## config.mk

```make
export PLATFORM = sky130hd
export DESIGN_NAME = complete_tree_traversal_order_core
export DESIGN_NICKNAME = d
export VERILOG_FILES = /design/src/rtl/cttrav_pkg.sv /design/src/rtl/cttrav_ctrl.sv /design/src/rtl/cttrav_dp.sv /design/src/rtl/complete_tree_traversal_order_core.sv
export VERILOG_INCLUDE_DIRS = /design/src /design/src/rtl
export SDC_FILE = /design/constraint.sdc
export NUM_CORES = 1
export LEC_CHECK = 0
export BUFFER_PORTS_ARGS = -buffer_cell sky130_fd_sc_hd__buf_2
export CORE_ASPECT_RATIO = 0.5
export CORE_UTILIZATION = 45
export CTS_BUF_LIST = sky130_fd_sc_hd__clkbuf_2 sky130_fd_sc_hd__clkbuf_4 sky130_fd_sc_hd__clkbuf_8
export DETAILED_ROUTE_END_ITERATION = 16
export PLACE_DENSITY = 0.68
export SETUP_SLACK_MARGIN = 0.1
export SYNTH_ARGS = -nofsm -noshare
export SYNTH_HDL_FRONTEND = slang
export SYNTH_HIERARCHICAL = 1
export SYNTH_SLANG_ARGS = --single-unit
```

## constraint.sdc

```tcl
create_clock -name clk -period 6.5 [get_ports clk]
set_clock_uncertainty 0.05 [all_clocks]
set_input_delay 1.95 -clock clk [delete_from_list [all_inputs] [get_ports clk]]
set_output_delay 1.95 -clock clk [all_outputs]
set_load 0.005 [all_outputs]
```

## src/rtl/assert_macros.svh

```systemverilog
// Assertion macros shared by the tree traversal RTL.
// Expects clk and rst (synchronous, active high) in the including scope.
`ifndef ASSERT_MACROS_SVH
`define ASSERT_MACROS_SVH

// Same-cycle implication, checked outside reset.
`define ASSERT_IMPL(lbl, ante, cons) \
  lbl: assert property (@(posedge clk) disable iff (rst) (ante) |-> (cons)) \
    else $error("assertion failed: same-cycle implication");

// Next-cycle implication, checked outside reset.
`define ASSERT_NEXT(lbl, ante, cons) \
  lbl: assert property (@(posedge clk) disable iff (rst) (ante) |=> (cons)) \
    else $error("assertion failed: next-cycle implication");

`endif

```

## src/rtl/cttrav_pkg.sv

```systemverilog
// Types and constants for the complete binary tree traversal core.
// Used by cttrav_ctrl, cttrav_dp and the top level.
package cttrav_pkg;

  localparam int MAX_NODES_DEF = 16;
  localparam int RES_LIMIT     = 16;
  localparam int CHAR_W        = 8;
  localparam int POS_W         = 4;
  localparam int ORDER_W       = 2;

  typedef enum logic [ORDER_W-1:0] {
    ORD_IN   = 2'd0,
    ORD_PRE  = 2'd1,
    ORD_POST = 2'd2
  } order_t;

  typedef enum logic [1:0] {
    PH_LEFT  = 2'd0,
    PH_RIGHT = 2'd1,
    PH_DONE  = 2'd2
  } phase_t;

  typedef enum logic {
    ST_LOAD = 1'b0,
    ST_WALK = 1'b1
  } state_t;

  typedef struct packed {
    logic load;
    logic walk_init;
    logic walk_step;
    logic flush;
  } ctl_cmd_t;

  typedef struct packed {
    logic stack_empty;
  } dp_sts_t;

endpackage

```

## src/rtl/cttrav_ctrl.sv

```systemverilog
// Controller state machine: load phase and traversal walk.
// Depends on cttrav_pkg; drives cttrav_dp through ctl_cmd_t.
`include "assert_macros.svh"

module cttrav_ctrl (
  input  logic               clk,
  input  logic               rst,
  input  logic               start,
  input  logic               last_item,
  input  cttrav_pkg::dp_sts_t sts,
  output cttrav_pkg::ctl_cmd_t cmd,
  output logic               busy
);
  import cttrav_pkg::*;

  state_t state, state_next;

  always_ff @(posedge clk) begin
    if (rst) begin
      state <= ST_LOAD;
    end else begin
      state <= state_next;
    end
  end

  always_comb begin
    state_next = state;
    case (state)
      ST_LOAD: begin
        if (start && last_item) state_next = ST_WALK;
      end
      ST_WALK: begin
        if (sts.stack_empty) state_next = ST_LOAD;
      end
      default: state_next = ST_LOAD;
    endcase
  end

  always_comb begin
    cmd  = '0;
    busy = 1'b0;
    case (state)
      ST_LOAD: begin
        cmd.load      = start;
        cmd.walk_init = start && last_item;
      end
      ST_WALK: begin
        busy          = 1'b1;
        cmd.walk_step = !sts.stack_empty;
        // stack drained: release the held final result
        cmd.flush     = sts.stack_empty;
      end
      default: begin
        busy = 1'b0;
      end
    endcase
  end

  `ASSERT_NEXT(a_last_enters_walk, start && !busy && last_item, state == ST_WALK)

endmodule

```

## src/rtl/cttrav_dp.sv

```systemverilog
// Datapath: node store, load count, walk stack and result registers.
// Depends on cttrav_pkg; commanded by cttrav_ctrl.
`include "assert_macros.svh"

module cttrav_dp #(
  parameter int MAX_NODES = cttrav_pkg::MAX_NODES_DEF
) (
  input  logic                                clk,
  input  logic                                rst,
  input  cttrav_pkg::ctl_cmd_t                cmd,
  output cttrav_pkg::dp_sts_t                 sts,
  input  logic                                cfg_write,
  input  logic [cttrav_pkg::ORDER_W-1:0]      cfg_wdata,
  input  logic [cttrav_pkg::CHAR_W-1:0]       node_char,
  output logic                                strobe,
  output logic [cttrav_pkg::CHAR_W-1:0]       out_char,
  output logic [cttrav_pkg::POS_W-1:0]        node_position,
  output logic                                last_out
);
  import cttrav_pkg::*;

  localparam int NODES  = (MAX_NODES > RES_LIMIT) ? RES_LIMIT : MAX_NODES;
  localparam int IDXW   = (NODES > 1) ? $clog2(NODES) : 1;
  localparam int CW     = $clog2(NODES + 1);
  localparam int SDEPTH = $clog2(NODES + 1);
  localparam int DW     = $clog2(SDEPTH + 1);
  localparam int SIW    = (SDEPTH > 1) ? $clog2(SDEPTH) : 1;
  localparam int CMPW   = POS_W + 2;

  logic [CHAR_W-1:0]  store [NODES];
  logic [CW-1:0]      count;
  logic [CW-1:0]      count_next;
  logic [CW-1:0]      tree_size;
  logic [ORDER_W-1:0] order;

  logic [POS_W-1:0]   stack_pos   [SDEPTH];
  phase_t             stack_phase [SDEPTH];
  logic [DW-1:0]      depth;

  logic               pend_valid;
  logic [CHAR_W-1:0]  pend_char;
  logic [POS_W-1:0]   pend_pos;

  logic [SIW-1:0]     top_idx;
  logic [SIW-1:0]     push_idx;
  logic [POS_W-1:0]   top_pos;
  phase_t             top_ph;
  logic [CMPW-1:0]    left_pos;
  logic [CMPW-1:0]    right_pos;
  logic [CMPW-1:0]    size_ext;
  logic               emit;
  order_t             mode;

  assign count_next = (count < CW'(NODES)) ? count + CW'(1) : count;

  assign top_idx   = SIW'(depth - DW'(1));
  assign push_idx  = SIW'(depth);
  assign top_pos   = stack_pos[top_idx];
  assign top_ph    = stack_phase[top_idx];
  assign left_pos  = {1'b0, top_pos, 1'b1};
  assign right_pos = {1'b0, top_pos, 1'b0} + CMPW'(2);
  assign size_ext  = CMPW'(tree_size);

  assign sts.stack_empty = (depth == '0);

  // unused code three walks as inorder
  always_comb begin
    case (order)
      ORD_PRE:  mode = ORD_PRE;
      ORD_POST: mode = ORD_POST;
      default:  mode = ORD_IN;
    endcase
  end

  always_comb begin
    case (top_ph)
      PH_LEFT:  emit = (mode == ORD_PRE);
      PH_RIGHT: emit = (mode == ORD_IN);
      default:  emit = (mode == ORD_POST);
    endcase
  end

  always_ff @(posedge clk) begin
    if (cmd.load && (count < CW'(NODES))) begin
      store[count[IDXW-1:0]] <= node_char;
    end
  end

  always_ff @(posedge clk) begin
    if (rst) begin
      order <= ORD_IN;
    end else if (cfg_write) begin
      order <= cfg_wdata;
    end
  end

  always_ff @(posedge clk) begin
    if (rst) begin
      count     <= '0;
      tree_size <= '0;
    end else if (cmd.walk_init) begin
      tree_size <= count_next;
      count     <= '0;
    end else if (cmd.load) begin
      count <= count_next;
    end
  end

  // walk stack: one visit of the top entry per step
  always_ff @(posedge clk) begin
    if (rst) begin
      depth <= '0;
    end else if (cmd.walk_init) begin
      depth          <= (count_next != '0) ? DW'(1) : '0;
      stack_pos[0]   <= '0;
      stack_phase[0] <= PH_LEFT;
    end else if (cmd.walk_step) begin
      case (top_ph)
        PH_LEFT: begin
          stack_phase[top_idx] <= PH_RIGHT;
          if (left_pos < size_ext) begin
            stack_pos[push_idx]   <= left_pos[POS_W-1:0];
            stack_phase[push_idx] <= PH_LEFT;
            depth                 <= depth + DW'(1);
          end
        end
        PH_RIGHT: begin
          stack_phase[top_idx] <= PH_DONE;
          if (right_pos < size_ext) begin
            stack_pos[push_idx]   <= right_pos[POS_W-1:0];
            stack_phase[push_idx] <= PH_LEFT;
            depth                 <= depth + DW'(1);
          end
        end
        default: begin
          depth <= depth - DW'(1);
        end
      endcase
    end
  end

  // hold each visited node one emit back so the final one can be flagged
  always_ff @(posedge clk) begin
    if (rst) begin
      pend_valid <= 1'b0;
      strobe     <= 1'b0;
    end else begin
      strobe <= 1'b0;
      if (cmd.walk_init) begin
        pend_valid <= 1'b0;
      end else if (cmd.walk_step && emit) begin
        pend_valid <= 1'b1;
        strobe     <= pend_valid;
      end else if (cmd.flush) begin
        pend_valid <= 1'b0;
        strobe     <= pend_valid;
      end
    end
  end

  always_ff @(posedge clk) begin
    if (cmd.walk_step && emit) begin
      pend_char     <= store[top_pos[IDXW-1:0]];
      pend_pos      <= top_pos;
      out_char      <= pend_char;
      node_position <= pend_pos;
      last_out      <= 1'b0;
    end else if (cmd.flush) begin
      out_char      <= pend_char;
      node_position <= pend_pos;
      last_out      <= 1'b1;
    end
  end

  `ASSERT_IMPL(a_depth_bound, 1'b1, depth <= DW'(SDEPTH))
  `ASSERT_IMPL(a_step_nonempty, cmd.walk_step, depth != '0)
  `ASSERT_NEXT(a_flush_last, cmd.flush && pend_valid, strobe && last_out)

endmodule

```

## src/rtl/complete_tree_traversal_order_core.sv

```systemverilog
// Top level of the complete binary tree traversal core.
// Depends on cttrav_pkg, cttrav_ctrl and cttrav_dp.
//
//   channel   handshake            payload
//   input     start, busy          node_char, last_item
//   result    strobe               out_char, node_position, last_out
//   config    cfg_write            cfg_wdata (traversal order)
//
// Load takes one byte per cycle while busy is low; a byte past the store
// size is dropped. The item flagged last starts the walk: busy rises and
// the walk stack visits each node three times, one visit per cycle.
// Results come at most one per cycle, one strobe each; the last one
// carries last_out. Reset clears the load count, walk stack and order
// register; stored bytes are not cleared. Results cannot be stalled.
module complete_tree_traversal_order_core #(
  parameter int MAX_NODES = cttrav_pkg::MAX_NODES_DEF
) (
  input  logic                            clk,
  input  logic                            rst,
  input  logic                            start,
  output logic                            busy,
  input  logic [cttrav_pkg::CHAR_W-1:0]   node_char,
  input  logic                            last_item,
  input  logic                            cfg_write,
  input  logic [cttrav_pkg::ORDER_W-1:0]  cfg_wdata,
  output logic                            strobe,
  output logic [cttrav_pkg::CHAR_W-1:0]   out_char,
  output logic [cttrav_pkg::POS_W-1:0]    node_position,
  output logic                            last_out
);
  import cttrav_pkg::*;

  ctl_cmd_t cmd;
  dp_sts_t  sts;

  cttrav_ctrl u_ctrl (
    .clk       (clk),
    .rst       (rst),
    .start     (start),
    .last_item (last_item),
    .sts       (sts),
    .cmd       (cmd),
    .busy      (busy)
  );

  cttrav_dp #(
    .MAX_NODES (MAX_NODES)
  ) u_dp (
    .clk           (clk),
    .rst           (rst),
    .cmd           (cmd),
    .sts           (sts),
    .cfg_write     (cfg_write),
    .cfg_wdata     (cfg_wdata),
    .node_char     (node_char),
    .strobe        (strobe),
    .out_char      (out_char),
    .node_position (node_position),
    .last_out      (last_out)
  );

endmodule

```

Word-level counts from Yosys, hierarchy flattened
Memory sizes are Yosys's and may differ from the RTL's. A register that Yosys moved wholly into a read port is not among the register bits.
Cells that the tools add are included.
{"block": "totals", "out_inout_bits": 15, "regBits": 35, "mem_bits_rw": 158, "memories": 3, "inputBits": 15, "elab_cells": 105}
{"name": "u_dp.store", "words": 16, "word_bits": 8, "rd": 1, "rd_clocked_by_memory_dff": 1, "wr": 1, "line_no": "cttrav_dp.sv:30", "source": "logic [CHAR_W-1:0] store [NODES];"}
{"name": "u_dp.stack_pos", "words": 5, "word_bits": 4, "rd": 1, "rd_clocked_by_memory_dff": 0, "wr": 1, "line_no": "cttrav_dp.sv:36", "source": "logic [POS_W-1:0] stack_pos [SDEPTH];"}
{"name": "u_dp.stack_phase", "words": 5, "word_bits": 2, "rd": 1, "rd_clocked_by_memory_dff": 0, "wr": 2, "line_no": "cttrav_dp.sv:37", "source": "phase_t stack_phase [SDEPTH];"}
{"block": "classes", "addsub": 4, "n_lt_le_gt_ge": 3, "n_eq_ne": 7, "bitwise": 4, "n_reduce_logical": 14, "mux": 59}
{"op": "$mux W1", "n": 37}
{"op": "$mux W3", "n": 6}
{"op": "$mux W4", "n": 4}
{"op": "$mux W8", "n": 2}
{"op": "$mux W2", "n": 5}
{"op": "$add A5 B2 Y6 const B", "n": 1}
{"op": "$eq A2 B1 Y1 const B", "n": 3}
{"op": "$lt A6 B5 Y1", "n": 1}
{"op": "$ne A3 B2 Y1 const B", "n": 2}
{"op": "$pmux W3 S2", "n": 1}
{"op": "$add A5 B1 Y5 const B", "n": 1}
{"op": "$lt A5 B5 Y1", "n": 1}
{"op": "$lt A5 B5 Y1 const B", "n": 1}
{"op": "$mux W5", "n": 1}
{"op": "$reduce_bool A5 Y1", "n": 1}
{"op": "$eq A2 B2 Y1 const B", "n": 2}
{"op": "$logic_not A2 Y1", "n": 2}
{"op": "$pmux W1 S2", "n": 2}
{"op": "$pmux W2 S2", "n": 1}
{"op": "$reduce_bool A2 Y1", "n": 2}
{"op": "$reduce_or A2 Y1", "n": 2}
{"op": "$reduce_or A4 Y1", "n": 1}
{"op": "$add A3 B1 Y3 const B", "n": 1}
{"op": "$logic_and A1 B1 Y1", "n": 3}
{"op": "other kinds (6)", "n": 8}

Depth between registers and ports, before layout
Gate-level depths: netlist of the first run.
An unclocked memory read counts as a cell.
{"block": "depth", "word_depth": 13, "ltp_mapped": 19}

Cells and area by module
The synthesis of the first run kept the hierarchy.
{"mod": "cttrav_dp", "seq_area_each_um2": 5725.5, "n_inst": 1, "cells_per_inst": 638, "area_per_inst_um2": 8493.1}
{"mod": "cttrav_ctrl", "seq_area_each_um2": 20.0, "n_inst": 1, "cells_per_inst": 6, "area_per_inst_um2": 63.8}

Worst setup path after synthesis of the first run
Ideal clock, no wire load.
{"block": "synth_timing", "path_kind": "reg-to-reg", "start": "reg u_dp.depth[0]", "end": "mem u_dp.stack_pos[3][0] (enable)", "path_buffers": 5, "stages_incl_launch_ff": 19, "t_required_ps": 6092, "period_less_slack_ps": 4973, "t_arrival_ps": 4565, "slack_ps": 1527, "setup_time_ps": 358, "path_cell_list": "dfxtp_1 -> buf_6 -> clkinv_1 -> ha_1 -> ha_1 -> clkbuf_1 -> nor2b_1 -> a21oi_1 -> inv_1 -> buf_2 -> clkbuf_1 -> ha_1 -> xor2_1 -> ha_1 -> a21oi_1 -> a21boi_0 -> or4_4 -> buf_6 -> a2111oi_4"}
{"block": "synth_between", "elab_chain_len": 13, "elab_cells_between_ends": 27}
{"element": "start: declaration", "line_no": "cttrav_dp.sv:38", "source": "logic [DW-1:0] depth;"}
{"element": "start signal: assignment", "line_no": "cttrav_dp.sv:114", "source": "depth <= (count_next != '0) ? DW'(1) : '0;"}
{"element": "start signal: assignment", "line_no": "cttrav_dp.sv:124", "source": "depth <= depth + DW'(1);"}
{"element": "start signal: assignment", "line_no": "cttrav_dp.sv:132", "source": "depth <= depth + DW'(1);"}
{"element": "$sub A3 B1 Y3 (*)", "line_no": "cttrav_dp.sv:56", "source": "assign top_idx = SIW'(depth - DW'(1));"}
{"element": "$mem_v2 Z5 W4 (*)"}
{"element": "net u_dp.top_pos[0]", "line_no": "cttrav_dp.sv:46", "source": "logic [POS_W-1:0] top_pos;"}
{"element": "$add A5 B2 Y6", "line_no": "cttrav_dp.sv:61", "source": "assign right_pos = {1'b0, top_pos, 1'b0} + CMPW'(2);"}
{"element": "$lt A6 B5 Y1", "line_no": "cttrav_dp.sv:129", "source": "if (right_pos < size_ext) begin"}
{"element": "$mux W1", "line_no": "cttrav_dp.sv:129"}
{"element": "$mux W1", "line_no": "cttrav_dp.sv:118", "source": "case (top_ph)"}
{"element": "$mux W1", "line_no": "cttrav_dp.sv:117", "source": "end else if (cmd.walk_step) begin"}
{"element": "$mux W1", "line_no": "cttrav_dp.sv:113", "source": "end else if (cmd.walk_init) begin"}
{"element": "$mux W1", "line_no": "cttrav_dp.sv:111", "source": "if (rst) begin"}
{"element": "$mux W1 (implied by the code)", "line_no": "cttrav_dp.sv:130", "source": "stack_pos[push_idx] <= right_pos[POS_W-1:0];"}
{"element": "$or A1 B1 Y1 (no line) (*)"}
{"element": "$reduce_or A4 Y1 (no line)"}
{"element": "$mux W3 (no line) / $mux W1 (equally long branches)"}
{"element": "end: declaration", "line_no": "cttrav_dp.sv:36"}
The timed path passes the listed nets; every way through them passes the cells marked *.

Worst setup path in the final report of the first run
{"block": "layout_timing", "start": "reg u_dp.depth[1]", "end": "mem u_dp.stack_pos[3][3] (enable)"}
Same word-level chain as after synthesis.

==> results.ini, run 1 <==
[worst_setup_path]
critical_path_class = register to register
critPathMaxFanout = 16
setup.worst_path.end_class = register
critical_path.max_stage_delay_ns = 0.82
critPathSlowestCell = a221oi_1
required_ns = 6.65
ff2ff_setup_slack_ns = 1.57
cp.arrival_ns = 5.08
crit_family = compound AO/OA/AOI/OAI gates
worstPathCellList = inv_1, ha_1, ha_1, nor2b_1, a221oi_1, ha_1, o21a_1, o21a_1, or4b_1, a2111oi_4
cp-start-kind = register
cp_num_buf_inv = 1
crit_path_frequent_cell = ha_1

[clocking]
cts.reportedPaths.clkPinSlew_ns = 0.07
numCtsBuffers = 29
postCtsSetupRepairBufs = 0
cts_htree_levels = 1
cts_resized = 0
cts_sinks = 201
ctsLongestPathBuffers = 3
hold_buffers = 0
cts_tree = done
cts_root_buf = clkbuf_8
worstSkewPairLatency_ns = 0.56

[global_route]
grt_first_pass_wirelength_um = 27600
grt_start_max_net_pins = 66
grt_pass1_vias = 5005
overflow = 0
track_usage_pct = 18.3
antenna_found_initial = 0

[route]
remaining_drc_errors = 0
wl_met3_um = 1150
firstDrtPassIters = 5
dr_wl_met2_um = 8090
num_vias = 5329
top_layer = met4
finalWirelength_um = 17900
drt-met1-wl_um = 8290
vias_per_cell = 5.55
wl_per_cell_um = 18.6
ant_nets = 0
first_iter_violations = 550

[pwr]
power_mw = 2.49
vdd_drop_max_uv = 127
leakagePower_nw = 3.25
power_density_nw_per_um2 = 263

[floorplanning]
chipWidth_um = 197
coreArea_um2 = 18500
ioPinCount = 30
die-area_um2 = 19600
initial_core_util_pct = 46.2
die_height_um = 99.5
row_count = 35

[timing]
relSlewSlack_pct = 30.2
grt_setup_unrepaired = no
holdWs_ns = 0.365
setup_viol = 0
layout_worst_path_cycle_share_pct = 75.8
finalCriticalPeriod_ns = 4.93
max_freq_mhz = 203
slew_violations = 0
hold_viol = 0
fin_ws_ns = 1.57
worst_pin_slew_ns = 1.05
fin_setup_tns_ns = 0

[placement]
gp_congestion = 0.865
dp_slack_ns = 1.46
port_buffers = 29
dpl.hpwl_um = 11400

[synth]
avgSynthCellArea_um2 = 13.3
dominantRegCellSynth = edfxtp_1
yosys_warnings = 6
synth_area_um2 = 8560
syn-num-nets = 677
syn-instance-count = 644
synth_area_leaders = edfxtp_1 60%, dfxtp_1 6.8%, nand2_1 4.6%, mux2i_1 4.6%, ha_1 2.6%
ys_seq_area_share_pct = 67.1
async_flop_share_pct = 0
yosys_register_bits = 201
synth.distinct_cells = 56
yosys.area.top_type = edfxtp_1
synth-edff-count = 172
synth_top_area_share_pct = 60.4

[final_layout]
drive_gt1_share_pct = 13.4
area_growth_syn_to_layout_pct = 10.7
nets = 712
final_cell_mix = 172 x edfxtp_1, 106 x nand2_1, 39 x mux2i_1
antenna_cells = 0
final_common_cell = edfxtp_1

[job]
maxCapViolations = 0

[status]
outcome = finished clean

[worst_hold_path]
hold_path.class = register to register

-- per-stage QoR --
step / instances / instance area [µm²] / utilization, %
2_1_floorplan: 644 / 8560 / -
3_5_place_dp: 907 / 8950 / 48.3
4_1_cts: 961 / 9480 / 51.2
6_report: 961 / 9480 / 51.2
3_3_place_gp: 907 / 8950 / 48.3
5_1_grt: 961 / 9480 / 51.2
-- state kept, by name, summed over array words and instances, names as in the netlist --
| register | flops |
|---|---|
| u_dp/order | 2 |
| u_dp/stack_pos | 20 |
| u_ctrl/state | 1 |
| u_dp/depth | 3 |
| u_dp/tree_size | 5 |
| u_dp/store | 128 |
| u_dp/pend_valid | 1 |
| u_dp/pend_char | 8 |
| u_dp/count | 5 |
| u_dp/out_char | 8 |
| u_dp/stack_phase | 10 |
| u_dp/last_out | 1 |
| u_dp/node_position | 4 |
| u_dp/pend_pos | 4 |
| u_dp/strobe | 1 |
-- worst register-to-register path, cell delays in order (launching register included) --
cell	delay (ns)
dfxtp_1	0.43
inv_1	0.20
ha_1	0.23
ha_1	0.50
nor2b_1	0.30
a221oi_1	0.82
ha_1	0.38
o21a_1	0.11
o21a_1	0.20
or4b_1	0.77
a2111oi_4	0.58
-- synth_stat cells, types with 6 or more instances --
cell and instances:
nor2_1 29, a32oi_1 23, edfxtp_1 172, nand4_1 12, nor2b_1 9, a21oi_1 12, nand2_1 106, and2_1 19
a211oi_1 6, ha_1 18, nand3_1 24, clkbuf_1 24, inv_1 24, o21ai_0 13, a31oi_1 7, mux2i_1 39
nor3_1 6, dfxtp_1 29
-- cells by family after synthesis --
kind of cell / share of synthesized area (%)
compound gates: 8.76
fa+ha+maj: 2.63
flops: 67.1
mux: 5.35
buf+inv: 2.73
simple gates: 12.5
xor+xnor: 0.921
-- worst paths after layout --
path                                       start               endpoint  cells past startpoint
worst max-delay path               u_dp/depth[1]   u_dp/stack_pos[3][3]                     10
worst min-delay path            u_dp/pend_pos[1]  u_dp/node_position[1]                      0
worst max register to register     u_dp/depth[1]   u_dp/stack_pos[3][3]                     10
worst min register to register  u_dp/pend_pos[1]  u_dp/node_position[1]                      0
-- report_power, final --
part           switching, mW  leakage, nW  total (mW)  internal, mW
sequential           0.00760         1.83        1.42          1.42
clock                  0.475        0.276       0.929         0.454
combinational         0.0935         1.14       0.142        0.0483
total                  0.576         3.25        2.49          1.92
-- metal layers --
layer / vias up / global-route usage, %
met5: - / 0
met4: 0 / 5.78
met3: 34 / 3.32
met2: 219 / 28.2
met1: 2599 / 26.6
li1: 2477 / -
-- area by class of cell --
class / count / area, µm²
multi-input combinational: 387 / 2590
inverter: 25 / 93.8
fill: 1566 / 9050
clock buffer: 35 / 444
tap: 259 / 324
timing repair buffer: 35 / 190
clock inverter: 19 / 86.3
sequential: 201 / 5750
Power figures use the tool's default switching activity.
==> run 2: changes to the inputs <==
==> constraint.sdc (replaced) <==
create_clock -name clk -period 4.9 [get_ports clk]
set_clock_uncertainty 0.05 [all_clocks]
set_input_delay 1.47 -clock clk [delete_from_list [all_inputs] [get_ports clk]]
set_output_delay 1.47 -clock clk [all_outputs]
set_load 0.005 [all_outputs]
==> results.ini, run 2 (synthesized netlist as in run 1, its figures left out) <==
[pwr]
leakagePower_nw = 3.34  ; +2.8%
sequentialPowerShare_pct = 53.6  ; -3.5 points
swShare_pct = 22.9  ; -0.22 points
power_density_nw_per_um2 = 365  ; +39%
p_clk_share_pct = 40.9  ; +3.6 points
power_mw = 3.52  ; +41%
p_int_mw = 2.72  ; +42%
switching_power_uw = 806  ; +40%
vdd_drop_max_uv = 183  ; +45%
pwr-share-comb_pct = 5.5  ; -0.2 points

[worst_hold_path]
min_from = u_dp/pend_char[7]
hold_path.class = register to register
whs_path_depth = 0  ; unchanged
whs_endpoint = u_dp/out_char[7]

[clocking]
cts.reportedPaths.clkPinSlew_ns = 0.07  ; about the same
worstSkewPairLatency_ns = 0.57  ; about the same
cts_sinks = 201  ; unchanged
cts_tree = done
hold_buffers = 0  ; unchanged
numCtsBuffers = 30  ; +3.4%
postCtsSetupRepairBufs = 0  ; unchanged
cts_resized = 0  ; unchanged
ctsLongestPathBuffers = 3  ; unchanged
cts_root_buf = clkbuf_8
cts_htree_levels = 1  ; unchanged

[worst_setup_path]
cp.arrival_ns = 4.63  ; -0.45 ns
required_ns = 5.05  ; -1.60 ns
setup.worst_path.end_class = register
critPathMaxFanout = 11  ; -5
rr_worst_depth = 11  ; +1
crit_path_frequent_cell = ha_1
cp-start-kind = register
critical_path_class = register to register
critical_path.max_stage_delay_ns = 0.63  ; -0.19 ns
timing.rr.start = u_dp/depth[1]
critPathSlowestCell = a2111oi_4
ff2ff_setup_slack_ns = 0.42  ; -1.15 ns
timing.rr.end = u_dp/stack_pos[1][2]
worstPathCellList = inv_1, ha_1, ha_1, o21ai_0, ha_1, xor2_1, ha_1, a21oi_1, a21boi_0, or4_4, a2111oi_4

[floorplanning]
die-area_um2 = 19600  ; unchanged
ioPinCount = 30  ; unchanged
initial_core_util_pct = 46.2  ; unchanged
die_height_um = 99.5  ; unchanged
chipWidth_um = 197  ; unchanged
coreArea_um2 = 18500  ; unchanged
row_count = 35  ; unchanged

[global_route]
track_usage_pct = 19.4  ; +1.0 points
grt_first_pass_wirelength_um = 29000  ; +5.1%
grt_pass1_vias = 5220  ; +4.3%
antenna_found_initial = 0  ; unchanged
overflow = 0  ; unchanged
grt_start_max_net_pins = 66  ; unchanged

[final_layout]
drive_gt1_share_pct = 15.6  ; +2.2 points
area_growth_syn_to_layout_pct = 12.6
final_common_cell = edfxtp_1
nets = 720  ; +1.1%
fin_cells = 970  ; +0.94%
largest_register_ffs = 128  ; unchanged
seq_area_um2 = 5750  ; unchanged
multi_input_area_um2 = 2590  ; about the same
utilization_pct = 52.0  ; +0.88 points
nFillCells = 1558  ; -0.51%
antenna_cells = 0  ; unchanged
final_cell_mix = 172 x edfxtp_1, 106 x nand2_1, 39 x mux2i_1, 30 x clkbuf_8

[job]
maxCapViolations = 0  ; unchanged

[route]
firstDrtPassIters = 5  ; unchanged
first_iter_violations = 545  ; -0.91%
remaining_drc_errors = 0  ; unchanged
ant_nets = 0  ; unchanged
finalWirelength_um = 18600  ; +4.4%
num_vias = 5364  ; +0.66%
vias_per_cell = 5.53  ; -0.28%
wl_per_cell_um = 19.2  ; +3.5%

[timing]
layout_worst_path_cycle_share_pct = 91.4  ; +16 points
worst_pin_slew_ns = 0.907  ; -0.140 ns
finalCriticalPeriod_ns = 4.48  ; -0.453 ns
grt_setup_unrepaired = no
slew_violations = 0  ; unchanged
max_freq_mhz = 223  ; +10%
hold_viol = 0  ; unchanged
holdWs_ns = 0.368  ; +0.00316 ns
relSlewSlack_pct = 38.8  ; +8.6 points
setup_viol = 0  ; unchanged
fin_setup_tns_ns = 0  ; unchanged

[placement]
gp_congestion = 0.892  ; +3.1%
port_buffers = 29  ; unchanged
dpl.hpwl_um = 11800  ; +3.2%
dp.cells = 914  ; +0.77%

[status]
outcome = finished clean

==> run 2: cell count changes in the layout (fill, tap and decap cells not counted), moves of 2 or more <==
cell,delta
clkinvlp_4,+2
clkinv_1,-8
bufinv_16,+3
buf_4,+7
clkbuf_4,-3
clkinv_2,+5
==> run 2: through the flow <==
stage | worst slack, ns | cell area, µm²
6_report | 0.424 | 9640
2_1_floorplan | 0.141 | 8560
3_5_place_dp | 0.455 | 9000
4_1_cts | 0.444 | 9640
3_3_place_gp | 0.549 | 9000
5_1_grt | 0.158 | 9640
==> run 2: power groups by stage <==
stage	sequential (mW)	combinational (mW)	clock (mW)
2_1_floorplan	1.92	0.121	0
6_report	1.89	0.195	1.44
4_1_cts	1.89	0.195	1.47
3_5_place_dp	1.92	0.193	0
3_3_place_gp	1.92	0.190	0
5_1_grt	1.89	0.214	1.54
==> run 2: area by class of cell <==
| cell class | count | area share (%) |
|---|---|---|
| Clock buffer | 33 | 4.52 |
| Timing Repair Buffer | 42 | 2.52 |
| Sequential cell | 201 | 59.6 |
| Inverter | 25 | 0.974 |
| Tap cell | 259 | 3.36 |
| Clock inverter | 23 | 2.12 |
| Multi-Input combinational cell | 387 | 26.9 |
==> run 2: how the worst max path moves through the flow <==
stage	start	endpoint	slack, ns
3_3_place_gp	u_dp/depth[1]	u_dp/stack_pos[1][1]	0.55
3_5_place_dp	u_dp/depth[1]	u_dp/stack_pos[1][3]	0.45
5_1_grt	u_dp/depth[0]	u_dp/stack_pos[1][2]	0.16
6_report	u_dp/depth[1]	u_dp/stack_pos[1][2]	0.42
2_1_floorplan	u_dp/depth[0]	u_dp/stack_pos[3][0]	0.14
4_1_cts	u_dp/depth[0]	u_dp/stack_pos[1][2]	0.44
==> run 2: layer usage <==
metal / GRT usage, % / part of all wire (%) / up-vias
met5: 0 / 0 / -
met4: 6.38 / 2.3 / 0
met3: 3.46 / 5.8 / 29
met2: 30.6 / 46 / 175
met1: 27.3 / 46 / 2659
li1: - / - / 2501
==> run 2: worst max-delay path, delay by kind of cell (launching register included) <==
| kind | cells | cell delay, ns |
|---|---|---|
| flops | 1 | 0.42 |
| fa+ha+maj | 4 | 1.25 |
| simple gates | 1 | 0.61 |
| buf+inv | 1 | 0.17 |
| xor+xnor | 1 | 0.16 |
| compound gates | 4 | 1.45 |
